`src/hdl/lpsc_pkg.sv`:
```
`timescale 1ns / 1ps
`default_nettype none
package lpsc_pkg;

   localparam logic [1:0] REQ_LOOKUP  = 2'd0;
   localparam logic [1:0] REQ_COMMIT  = 2'd1;
   localparam logic [1:0] REQ_RELEASE = 2'd2;

   localparam logic [2:0] ST_HIT   = 3'd0;
   localparam logic [2:0] ST_FREE  = 3'd1;
   localparam logic [2:0] ST_EVICT = 3'd2;
   localparam logic [2:0] ST_NONE  = 3'd3;
   localparam logic [2:0] ST_DONE  = 3'd4;

   localparam logic [6:0] ACTIVE_RESET = 7'd64;

   typedef enum logic [1:0] {
      OP_LOOKUP,
      OP_COMMIT,
      OP_RELEASE,
      OP_BAD
   } op_type;

   typedef struct packed {
      op_type      op;
      logic [63:0] key;
      logic [5:0]  sn;
   } entry_type;

   typedef enum logic [2:0] {
      B_CLEAR,
      B_IDLE,
      B_META_W,
      B_SCAN,
      B_DECIDE,
      B_POP_W
   } back_state_type;

   typedef enum logic [1:0] {
      UPD_TOUCH,
      UPD_DROP,
      UPD_INSERT
   } upd_type;

   typedef struct packed {
      logic clearing;
      logic idle;
   } back_stat_type;

endpackage
`default_nettype wire

```
`src/hdl/lpsc_front.sv`:
```
`timescale 1ns / 1ps
`default_nettype none
module lpsc_front #(
   parameter int SLOTS = 64
) (
   input  wire                       clock,
   input  wire                       reset,
   input  wire                       start,
   output logic                      busy,
   input  wire  [1:0]                req_type,
   input  wire  [63:0]               req_page_key,
   input  wire  [5:0]                req_slot_number,
   input  lpsc_pkg::back_stat_type   stat,
   output logic                      q_valid,
   output lpsc_pkg::entry_type       q_entry,
   input  wire                       q_pop,
   output logic                      q_empty
);
   localparam int SLOT_W = (SLOTS > 1) ? $clog2(SLOTS) : 1;
   localparam int SW = (SLOT_W > 6) ? SLOT_W + 1 : 7;

   lpsc_pkg::entry_type mem_ff [2];
   lpsc_pkg::entry_type cls;
   logic       wr_ff, wr_in, rd_ff, rd_in;
   logic [1:0] cnt_ff, cnt_in;
   logic       push, in_range;

   assign in_range = SW'(req_slot_number) < SW'(SLOTS);
   assign busy     = (cnt_ff == 2'd2) || stat.clearing;
   assign push     = start && !busy;
   assign q_valid  = cnt_ff != 2'd0;
   assign q_empty  = cnt_ff == 2'd0;
   assign q_entry  = mem_ff[rd_ff];

   always_comb begin
      cls.key = req_page_key;
      cls.sn  = req_slot_number;
      unique case (req_type)
         lpsc_pkg::REQ_LOOKUP:  cls.op = lpsc_pkg::OP_LOOKUP;
         lpsc_pkg::REQ_COMMIT:  cls.op = in_range ? lpsc_pkg::OP_COMMIT : lpsc_pkg::OP_BAD;
         lpsc_pkg::REQ_RELEASE: cls.op = in_range ? lpsc_pkg::OP_RELEASE : lpsc_pkg::OP_BAD;
         default:               cls.op = lpsc_pkg::OP_BAD;
      endcase
      wr_in  = push ? !wr_ff : wr_ff;
      rd_in  = q_pop ? !rd_ff : rd_ff;
      cnt_in = cnt_ff + {1'b0, push} - {1'b0, q_pop};
   end

   always_ff @(posedge clock) begin
      if (reset) begin
         wr_ff  <= 1'b0;
         rd_ff  <= 1'b0;
         cnt_ff <= 2'd0;
      end else begin
         wr_ff  <= wr_in;
         rd_ff  <= rd_in;
         cnt_ff <= cnt_in;
      end
      if (push) begin
         mem_ff[wr_ff] <= cls;
      end
   end
endmodule
`default_nettype wire

```
`config.mk`:
```
export PLATFORM = sky130hd
export DESIGN_NAME = lpsc_front
export DESIGN_NICKNAME = d
export VERILOG_FILES = /design/src/hdl/lpsc_pkg.sv /design/src/hdl/lpsc_front.sv
export SDC_FILE = /design/constraint.sdc
export NUM_CORES = 1
export LEC_CHECK = 0
export ABC_CLOCK_PERIOD_IN_PS = 6000
export BUFFER_PORTS_ARGS = -buffer_cell sky130_fd_sc_hd__buf_4
export CORE_MARGIN = 10
export CORE_UTILIZATION = 54
export CTS_BUF_LIST = sky130_fd_sc_hd__clkbuf_4
export DETAILED_ROUTE_END_ITERATION = 16
export MAX_ROUTING_LAYER = met4
export PLACE_DENSITY = 0.92
export SYNTH_ARGS = -nofsm -noshare
export SYNTH_HDL_FRONTEND = slang
export SYNTH_SLANG_ARGS = --single-unit
```
`constraint.sdc`:
```
create_clock -name clock -period 6 [get_ports clock]
set_clock_uncertainty 0.05 [all_clocks]
set_input_delay 1.2 -clock clock [delete_from_list [all_inputs] [get_ports clock]]
set_output_delay 1.2 -clock clock [all_outputs]
set_load 0.02 [all_outputs]
```
==> summary.md, run 1 <==
| Metric | Value |
|---|---|
| Worst hold path depth | 2 |
| HP Start | rd_ff$_SDFFE_PP0P_ |
| Critical R2R Capture | mem_ff[1][52]$_DFFE_PP_ |
| Syn. warnings | 0 |
| PwrDens | roughly 300 nW/µm² |
| RSZ-0062 raised after global routing | no |
| Fmax | about 270 MHz |
| Final Instance Area | approximately 7300 µm² |
| Final wirelength | roughly 11000 µm |
| TritonCTS Buffers | 17 |
| Worst EP required | ~4.8 ns |
| Startpoint Class | flip-flop |
| Drt wl/cell | 19.1 µm |
| CTS max path bufs | 2 |
| Most frequent cells in the layout | buf_4 (154), edfxtp_1 (144), mux2_4 (70), clkbuf_4 (21), nor2_1 (5) |
| Net Count, Synth | around 330 |
| Sink Count | around 150 |
| Synth Cell Area | around 5800 µm² |
| Core area | about 10000 µm² |
| Sequential-to-total area share from yosys stat | 76.3% |
| P_leak | roughly 2.9 nW |
| Number of global-route vias before repair | just over 3000 |
| Crit-path max cell delay | between 0.8 and 0.9 ns |
| Period utilization | a little over three fifths |
| RR Startpoint | cnt_ff[0]$_SDFF_PP0_ |
| Die W | between 100 and 150 µm |
| Port bufs | approximately 150 |
| Layout cells sized above 1 | roughly three fifths |
| Final #Nets | between 400 and 500 |
| Int Power | around 1.7 mW |
| Critical-path top delay cell | dfxtp_4 |
| Antenna-violating nets left | 0 |
| Site row count | 37 |
| Clk network pwr share | about 28% |
| Slew Limit Fails | 0 |
| PnR worst setup slack | ~2.2 ns |
| Largest net degree at the start of global routing | 42 |
| Root buf cell | clkbuf_4 |
| CP Class | reg2out |
| MaxCap Viol Count | 0 |
| Hold WS | 0.493 ns |
| Commonest non-fill, non-tap cell in the layout | buf_4 |
| Top cell type's share of synthesized area | approximately three quarters |
| Critical path endpoint category | primary output |
| Relative slew slack | between 20% and 30% |
| Worst-path clk slew | approximately 0.11 ns |
| Die ar. | roughly 15000 µm² |
| Final hold vios | 0 |
| Fillers | 664 |
| GR Overflow Total | 0 |
| Comb pwr share | between 10% and 20% |
| Final Util | ~70% |
| Status | completed |
| Arr. time, crit path | 2.51 ns |
| Worst Path Max Fanout | 41 |
| Number of gates resized after CTS | 0 |
| Place WS | approximately 2.4 ns |
| Ports | 153 |
| DRC Markers | 0 |
| Top post-synthesis cells by area | edfxtp_1 (75%), mux2_4 (18%), buf_12 (2.4%) |
| CTS tree | done |
| GRT Util Overall | between 10% and 20% |
| Sequential Power Share | a little under three fifths |
| Layout area overhead | 25.5% |
| H-tree lvl count | 4 |
| Critical-path cell list | buf_4 -> mux2_4 -> buf_4 |
| NetSw | a little over 0.5 mW |
| Tmin final | between 3 and 4 ns |
| Post-CTS Setup Bufs | 0 |
| Synth Register Bits | roughly 150 |
| CP Buf/Inv Count | 2 |
| Register-to-register setup slack | about 3.4 ns |
| FF-to-FF path depth | 4 |
| Detailed Place HPWL | around 7900 µm |
| VDD IR max | slightly below 200 µV |
| Least-Margin Pin Slew | approximately 1.1 ns |
| Vias per cell | 4.97 |
| Crit path depth | 3 |
| GP Congestion | around 0.73 |
| Die height | around 120 µm |
| 1st-pass router iterations | 4 |
| Sw Ratio | between 20% and 30% |
| Cell mode on critical path | buf_4 |
| Worst Hold Path EP | rd_ff$_SDFFE_PP0P_ |
| Initial core utilization | a little under three fifths |
| Count of final setup violators | 0 |
| Clock Latency Late Sink | approximately 0.49 ns |
| DRT iter0 DRCs | ~130 |
| Antenna diode count | 0 |
| Cells after synthesis | 253 |
| Via count | 2806 |
| Initial antenna violation count | 0 |
| Setup TNS | 0 ns |
| Hold WC Path Type | reg2reg |
| CTS Hold Buffers Added | 0 |
| Yosys cell types | 19 |
| Synthesized area per cell | between 20 and 25 µm² |
| Yosys top cell by area | edfxtp_1 |
| CP top delay family | flip-flops |
| First-pass GRT wire length | around 16000 µm |
| Area after DPL | 6980 µm² |
-- worst reg2reg max path, delay by kind of cell, from the launching register on --
family / cells / cell delay, ns
buffers and inverters: 1 / 0.56
flip-flops: 1 / 0.37
AND/OR/NAND/NOR: 3 / 1.25
-- sequential cells by signal, summed over array words and instances (netlist names), named ones only --
| register | flops |
|---|---|
| rd_ff | 1 |
| mem_ff | 144 |
| wr_ff | 1 |
| cnt_ff | 2 |
-- cells by family (layout without fill, tap and decap cells) --
logic type	count (synthesis)	after routing	synth area share, %
xor gates and xnor gates	2	2	0.302
adders and majority gates	2	2	0.432
buffers and inverters	13	189	2.94
DFF	149	149	76.3
muxes	73	73	18.7
and+or+nand+nor	14	14	1.30
-- power by group through the flow --
| stage | logic [mW] | registers [mW] | clock network (mW) |
|---|---|---|---|
| floorplan | 0.234 | 1.23 | 0 |
| global placement | 0.343 | 1.24 | 0 |
| detailed placement | 0.351 | 1.25 | 0 |
| CTS | 0.352 | 1.23 | 0.637 |
| global route | 0.367 | 1.23 | 0.697 |
| finish | 0.346 | 1.22 | 0.619 |
-- layout make-up --
type / count / area (µm²) / share of cell area [%]
clock buffers: 21 / 158 / 2.17
clock inverters: 11 / 136 / 1.87
inverters: 3 / 11.3 / 0.155
multi-input cells: 91 / 1220 / 16.7
flip-flops and latches: 149 / 4430 / 60.8
well taps: 136 / 170 / 2.34
repair buffers: 154 / 1160 / 15.9
-- synthesized netlist by cell type --
master / number
and2_1: 1
xor2_1: 1
nor3_1: 1
xnor2_1: 1
mux2_4: 70
nand2b_1: 1
ha_1: 2
or2_2: 1
buf_6: 1
clkbuf_1: 2
dfxtp_1: 5
edfxtp_1: 144
nor2b_1: 1
buf_12: 7
nor2_1: 7
nand3b_2: 1
inv_1: 3
or2b_1: 1
mux2_2: 3
-- layer usage --
metal	vias up	part of all wire, %	global-route usage (%)	routed length, µm
li1	1314	-	-	-
met1	1387	37	15.3	3980
met2	97	55	24.9	5890
met3	8	7.4	5.57	796
met4	0	1.1	5.60	123
met5	-	0	-	0
-- stage by stage --
| step | std cells | power, mW |
|---|---|---|
| floorplan | 253 | 1.47 |
| global placement | 533 | 1.59 |
| detailed placement | 533 | 1.60 |
| CTS | 565 | 2.21 |
| global route | 565 | 2.29 |
| finish | 565 | 2.19 |
-- worst max-delay path by stage --
stage | slack [ns] | end
floorplan | 0.99 | mem_ff[0][0]$_DFFE_PP_
global placement | 2.50 | mem_ff[1][54]$_DFFE_PP_
detailed placement | 2.42 | mem_ff[1][2]$_DFFE_PP_
CTS | 2.13 | q_entry[6]
global route | 2.02 | q_entry[6]
finish | 2.24 | q_entry[6]
No activity file was read; power rests on OpenSTA's default activity.
==> inputs of run 2 (changes only) <==
- ABC_CLOCK_PERIOD_IN_PS: 6000 -> 3800
- clock period: 6 -> 3.8 ns (I/O delays scaled with it)
==> run 2 against run 1 <==
  * Sequential power is 57% higher
  * Hold slack lost 0.11 ns
  * Cell area increased by 0.95%
  * Clock power rose by 49%
  * Die area unchanged
  * Utilization grew 0.66 points
  * Total power up 56%
  * Global-route usage shrank 0.28 points
  * Count of clock-buffer cells in the layout shrank 2
  * Via count rose by 0.32%
  * Critical path depth stayed put
  * Critical endpoint is now q_entry[5]
  * Largest power group unchanged
  * Highest routed layer unchanged
==> summary.md, run 2 (synthesis results as in run 1) <==
| Metric | Value |
|---|---|
| Status | completed (unchanged) |
| Fillers | 664 (unchanged) |
| Least-Margin Pin Slew | 0.754 ns (was 1.14 ns) |
| Root buf cell | clkbuf_4 (unchanged) |
| Initial antenna violation count | 0 (unchanged) |
| Slew Limit Fails | 0 (unchanged) |
| 1st-pass router iterations | 5 (was 4) |
| GP Congestion | 0.705 (was 0.727) |
| Max reg flops | 144 (unchanged) |
| Crit-path max cell delay | 0.49 ns (was 0.85 ns) |
| TritonCTS Buffers | 17 (unchanged) |
| Fmax | about 360 MHz |
| Period utilization | 72.9% |
| DRC Markers | 0 (unchanged) |
| Initial core utilization | 55.9% (unchanged) |
| Antenna diode count | 0 (unchanged) |
| RSZ-0062 raised after global routing | no (unchanged) |
| Total power | 3.41 mW (was 2.19 mW) |
| Worst EP required | 2.99 ns (was 4.75 ns) |
| PwrDens | 465 nW/µm² (was 301 nW/µm²) |
| Core area | 10400 µm² (unchanged) |
| GR Overflow Total | 0 (unchanged) |
| Cell mode on critical path | buf_4 (unchanged) |
| Port bufs | 151 (unchanged) |
| Die W | 124 µm (unchanged) |
| Hold WC Path Type | in2reg (was reg2reg) |
| Most frequent cells in the layout | buf_4 (152), edfxtp_1 (144), mux2_4 (70), clkbuf_4 (19), clkinvlp_4 (6) (was buf_4 (154), edfxtp_1 (144), mux2_4 (70), clkbuf_4 (21), nor2_1 (5)) |
| Clock Latency Late Sink | 0.50 ns (was 0.49 ns) |
| Final Instance Area | 7350 µm² (was 7280 µm²) |
| Die height | 124 µm (unchanged) |
| Largest net degree at the start of global routing | 40 (was 42) |
| Startpoint Class | flip-flop (unchanged) |
| Register area | 4430 µm² (unchanged) |
| Antenna-violating nets left | 0 (unchanged) |
| Tmin final | 2.77 ns |
| Top reg by flops | mem_ff (unchanged) |
| Final wirelength | 10800 µm (about the same) |
| Number of gates resized after CTS | 0 (unchanged) |
| Relative slew slack | 49.6% (was 23.9%) |
| Detailed Place HPWL | 7890 µm (was 7880 µm) |
| Sw Ratio | 24.2% (was 23.2%) |
| Worst-path clk slew | 0.12 ns (was 0.11 ns) |
| Via count | 2815 (was 2806) |
| MaxCap Viol Count | 0 (unchanged) |
| Final Util | 70.8% (was 70.2%) |
| Final #Nets | 499 (was 496) |
| Site row count | 37 (unchanged) |
| VDD IR max | 311 µV (was 195 µV) |
| P_leak | 2.87 nW (was 2.86 nW) |
| Commonest non-fill, non-tap cell in the layout | buf_4 (unchanged) |
| Area of the multi-input gates | 1220 µm² (unchanged) |
| Critical-path cell list | buf_4 -> mux2_4 -> buf_4 (unchanged) |
| GRT Util Overall | 14.5% (was 14.7%) |
| CTS max path bufs | 2 (unchanged) |
| Largest registers | mem_ff: 144 flops, cnt_ff: 2 flops (unchanged) |
| H-tree lvl count | 4 (unchanged) |
| Layout area overhead | 26.7% (was 25.5%) |
| Critical path endpoint category | primary output (unchanged) |
| DRT iter0 DRCs | 160 (was 131) |
| Die ar. | 15300 µm² (unchanged) |
| Sink Count | 149 (unchanged) |
| Ports | 153 (unchanged) |
| Layout cells sized above 1 | 61.3% (was 60.6%) |
| Non-filler instance count after layout | 568 (was 565) |
| Drt wl/cell | 19.0 µm (was 19.1 µm) |
| PnR worst setup slack | 1.03 ns (was 2.24 ns) |
| Final hold vios | 0 (unchanged) |
| CP Class | reg2out (unchanged) |
| Post-CTS Setup Bufs | 0 (unchanged) |
| Count of final setup violators | 0 (unchanged) |
| Critical-path top delay cell | dfxtp_4 (unchanged) |
| Clk network pwr share | 27.0% (was 28.3%) |
| First-pass GRT wire length | 16000 µm (was 16200 µm) |
| Comb pwr share | 16.9% (was 15.8%) |
| Setup TNS | 0 ns (unchanged) |
| Area after DPL | 7070 µm² (was 6980 µm²) |
| Post-placement cell count | 536 (was 533) |
| Arr. time, crit path | 1.96 ns (was 2.51 ns) |
| NetSw | 0.827 mW (was 0.508 mW) |
| Vias per cell | 4.96 (was 4.97) |
| Place WS | 1.30 ns (was 2.42 ns) |
| Worst Path Max Fanout | 24 (was 41) |
| CTS Hold Buffers Added | 0 (unchanged) |
| Number of global-route vias before repair | 3089 (was 3117) |
| Int Power | 2.59 mW (was 1.68 mW) |
| Sequential Power Share | 56.1% (was 55.9%) |
| CTS tree | done (unchanged) |
| Hold WS | 0.379 ns (was 0.493 ns) |
==> run 2: changes by cell type in the layout (fill, tap and decap cells not counted), sizes merged <==
cell,before,now
buf,154,157
bufinv,3,2
clkbuf,21,19
clkinvlp,3,6
==> run 2: worst max-delay path, delay by kind of cell, from the launching register on <==
family,cells,cell delay [ns]
flops,1,0.49
mux,1,0.35
buf+inv,2,0.60
==> run 2: final timing paths <==
check	from	endpoint	slack, ns	cells past startpoint
max	flip-flop	q_entry[5]	1.03	3
min	req_page_key[56]	mem_ff[0][62]$_DFFE_PP_	0.38	1
max reg2reg	cnt_ff[0]$_SDFF_PP0_	mem_ff[0][5]$_DFFE_PP_	1.81	4
min reg2reg	rd_ff$_SDFFE_PP0P_	flip-flop	0.50	2
==> run 2: power groups by stage <==
stage          Combinational [mW]  Clock (mW)  Sequential, mW
2_1_floorplan               0.369           0            1.95
3_3_place_gp                0.572           0            1.95
3_5_place_dp                0.587           0            1.95
4_1_cts                     0.589       0.949            1.92
5_1_grt                     0.611        1.04            1.92
6_report                    0.578       0.920            1.91
==> run 2: area by class of cell <==
class / count / share of cell area (%)
inverter: 3 / 0.153
multi-input combinational: 91 / 16.6
tap: 136 / 2.32
timing repair buffer: 157 / 16.9
sequential: 149 / 60.3
clock buffer: 19 / 1.94
clock inverter: 13 / 1.84
==> run 2: layer usage <==
layer / GRT usage [%] / vias up / wire length [µm]
met5: - / - / 0
met4: 7.06 / 0 / 202
met3: 5.11 / 20 / 911
met2: 24.4 / 104 / 5840
met1: 14.7 / 1370 / 3860
li1: - / 1321 / -
==> inputs of run 3 (changes only) <==
- ABC_AREA: default -> 1
- ABC_CLOCK_PERIOD_IN_PS: 3800 -> 2590
- clock period: 3.8 -> 2.59 ns (I/O delays scaled with it)
==> run 3 against run 2 <==
  * Utilization shrank 0.37 points
  * Register-to-register slack lost 1.0 ns
  * Sequential power grew 47%
  * Cell area is essentially flat
  * Global-route usage grew 0.88 points
  * Combinational power grew 42%
  * Synthesized cell count grew 4.3%
  * Critical path depth is the same
  * Setup slack lost 0.91 ns
  * Sequential cell count is the same
  * Clock power grew 42%
  * Synthesized area grew 0.22%
  * Critical endpoint is now q_entry[33]
==> summary.md, run 3 <==
| Metric | Value |
|---|---|
| Hold WC Path Type | in2reg (unchanged) |
| Commonest non-fill, non-tap cell in the layout | buf_4 (unchanged) |
| Detailed Place HPWL | 8120 µm (was 7890 µm) |
| Startpoint Class | flip-flop (unchanged) |
| Least-Margin Pin Slew | 0.473 ns (was 0.754 ns) |
| VDD IR max | 416 µV (was 311 µV) |
| Arr. time, crit path | 1.90 ns (was 1.96 ns) |
| Drt wl/cell | 19.4 µm (was 19.0 µm) |
| CTS max path bufs | 2 (unchanged) |
| Top cell type's share of synthesized area | 74.4% (was 74.6%) |
| Top reg by flops | mem_ff (unchanged) |
| RSZ-0062 raised after global routing | no (unchanged) |
| Tmin final | around 2.5 ns |
| Net Count, Synth | 344 (was 333) |
| Die W | 124 µm (about the same) |
| CTS tree | done (unchanged) |
| GP Congestion | 0.761 (was 0.705) |
| Top post-synthesis cells by area | edfxtp_1 (74%), mux2_4 (18%), buf_12 (2.4%) (was edfxtp_1 (75%), mux2_4 (18%), buf_12 (2.4%)) |
| Number of gates resized after CTS | 0 (unchanged) |
| Period utilization | around 95% |
| Worst Path Max Fanout | 31 (was 24) |
| Ports | 153 (unchanged) |
| PwrDens | 671 nW/µm² (was 465 nW/µm²) |
| Fmax | a little over 400 MHz |
| Worst-path clk slew | 0.13 ns (was 0.12 ns) |
| Asr flop ratio synth | 0% (unchanged) |
| P_leak | 2.91 nW (was 2.87 nW) |
| Critical path endpoint category | primary output (unchanged) |
| Count leader, synth | edfxtp_1 (unchanged) |
| Yosys top cell by area | edfxtp_1 (unchanged) |
| Commonest cells post-synth | edfxtp_1 (144), mux2_4 (70), inv_1 (12) (was edfxtp_1 (144), mux2_4 (70), buf_12 (7), nor2_1 (7), dfxtp_1 (5)) |
| CTS Hold Buffers Added | 0 (unchanged) |
| Vias per cell | 4.92 (was 4.96) |
| Sequential-to-total area share from yosys stat | 76.2% (was 76.3%) |
| Yosys cell types | 15 (was 19) |
| Post-CTS Setup Bufs | 0 (unchanged) |
| Worst EP required | 2.02 ns (was 2.99 ns) |
| Sink Count | 149 (unchanged) |
| Cells after synthesis | 264 (was 253) |
| Via count | 2852 (was 2815) |
| DRC Markers | 0 (unchanged) |
| Most frequent cells in the layout | buf_4 (153), edfxtp_1 (144), mux2_4 (70), clkbuf_4 (17), inv_1 (11) (was buf_4 (152), edfxtp_1 (144), mux2_4 (70), clkbuf_4 (19), clkinvlp_4 (6)) |
| Post-synth EDFFs | 144 (unchanged) |
| Final #Nets | 511 (was 499) |
| Synth Cell Area | 5810 µm² (was 5800 µm²) |
| Synthesized area per cell | 22.0 µm² (was 22.9 µm²) |
| Clock Latency Late Sink | 0.53 ns (was 0.50 ns) |
| Initial antenna violation count | 0 (unchanged) |
| Synth Register Bits | 149 (unchanged) |
| Top FF cell, synth | edfxtp_1 (unchanged) |
| Fillers | 677 (was 664) |
| Antenna-violating nets left | 0 (unchanged) |
| Slew Limit Fails | 0 (unchanged) |
| Final wirelength | 11300 µm (was 10800 µm) |
| Max reg flops | 144 (unchanged) |
| GR Overflow Total | 0 (unchanged) |
| Core area | 10400 µm² (about the same) |
| TritonCTS Buffers | 17 (unchanged) |
| Die height | 124 µm (about the same) |
| Relative slew slack | 68.4% (was 49.6%) |
| Antenna diode count | 0 (unchanged) |
| Largest net degree at the start of global routing | 45 (was 40) |
| Count of final setup violators | 0 (unchanged) |
| Die ar. | 15300 µm² (about the same) |
| Initial core utilization | 55.8% (was 55.9%) |
| Final Util | 70.5% (was 70.8%) |
| Largest registers | mem_ff: 144 flops, cnt_ff: 2 flops (unchanged) |
| CP Class | reg2out (unchanged) |
| DRT iter0 DRCs | 180 (was 160) |
| Number of global-route vias before repair | 3220 (was 3089) |
| H-tree lvl count | 4 (unchanged) |
| Layout area overhead | 26.3% (was 26.7%) |
| Total power | 4.93 mW (was 3.41 mW) |
| First-pass GRT wire length | 16900 µm (was 16000 µm) |
| MaxCap Viol Count | 0 (unchanged) |
| Root buf cell | clkbuf_4 (unchanged) |
| Layout cells sized above 1 | 59.5% (was 61.3%) |
| 1st-pass router iterations | 4 (was 5) |
| Syn. warnings | 0 (unchanged) |
| Final hold vios | 0 (unchanged) |
| Site row count | 37 (unchanged) |
| GRT Util Overall | 15.3% (was 14.5%) |
| Status | completed (unchanged) |
| Port bufs | 151 (unchanged) |
[run 3: power breakdown]
group,switching [mW],total [mW],internal [mW]
registers,0.0411,2.80,2.76
logic,0.399,0.821,0.422
clock network,0.830,1.31,0.478
[run 3: per-stage QoR]
stage / hold WS (ns) / std cells / instance area (µm²) / setup TNS, ns / setup WS (ns)
floorplan: 0.430 / 264 / 5820 / -0.0970 / -0.00135
global placement: 0.447 / 548 / 7080 / 0 / 0.721
detailed placement: 0.483 / 548 / 7080 / 0 / 0.625
CTS: 0.0557 / 580 / 7340 / 0 / 0.0797
global route: 0.0443 / 580 / 7340 / 0 / 0.0422
finish: 0.104 / 580 / 7340 / 0 / 0.123
[run 3: final cells by class]
cell class | count | area (µm²) | area share (%)
multi-input cells | 93 | 1190 | 16.2
inverters | 12 | 45.0 | 0.614
flip-flops and latches | 149 | 4430 | 60.3
clock inverters | 15 | 131 | 1.79
well taps | 136 | 170 | 2.32
repair buffers | 158 | 1250 | 17.0
clock buffers | 17 | 128 | 1.74
[run 3: cells by family after synthesis]
family / count (synthesis) / share of synthesized area, %
flops: 149 / 76.2
fa+ha+maj: 2 / 0.431
buf+inv: 22 / 3.51
xor+xnor: 1 / 0.151
mux: 72 / 18.5
compound gates: 1 / 0.0861
simple gates: 17 / 1.18
[run 3: path summary, 6_finish.rpt]
path,slack (ns),to,start,cells after the start
min reg2reg,0.51,rd_ff$_SDFFE_PP0P_,rd_ff$_SDFFE_PP0P_,2
max reg2reg,0.80,cnt_ff[1]$_SDFF_PP0_,cnt_ff[0]$_SDFF_PP0_,10
max,0.12,q_entry[33],flip-flop,3
min,0.10,mem_ff[1][65]$_DFFE_PP_,req_page_key[59],1
[run 3: worst max-delay path: stages (launching register included)]
cell     delay (ns)
dfxtp_4        0.53
buf_12         0.28
mux2_4         0.34
buf_4          0.16
[run 3: layer usage]
metal	vias up	wire length (µm)	global-route usage [%]
met4	0	193	7.42
met1	1364	4170	15.9
li1	1357	-	-
met2	110	5940	25.5
met5	-	0	-
met3	21	964	5.48
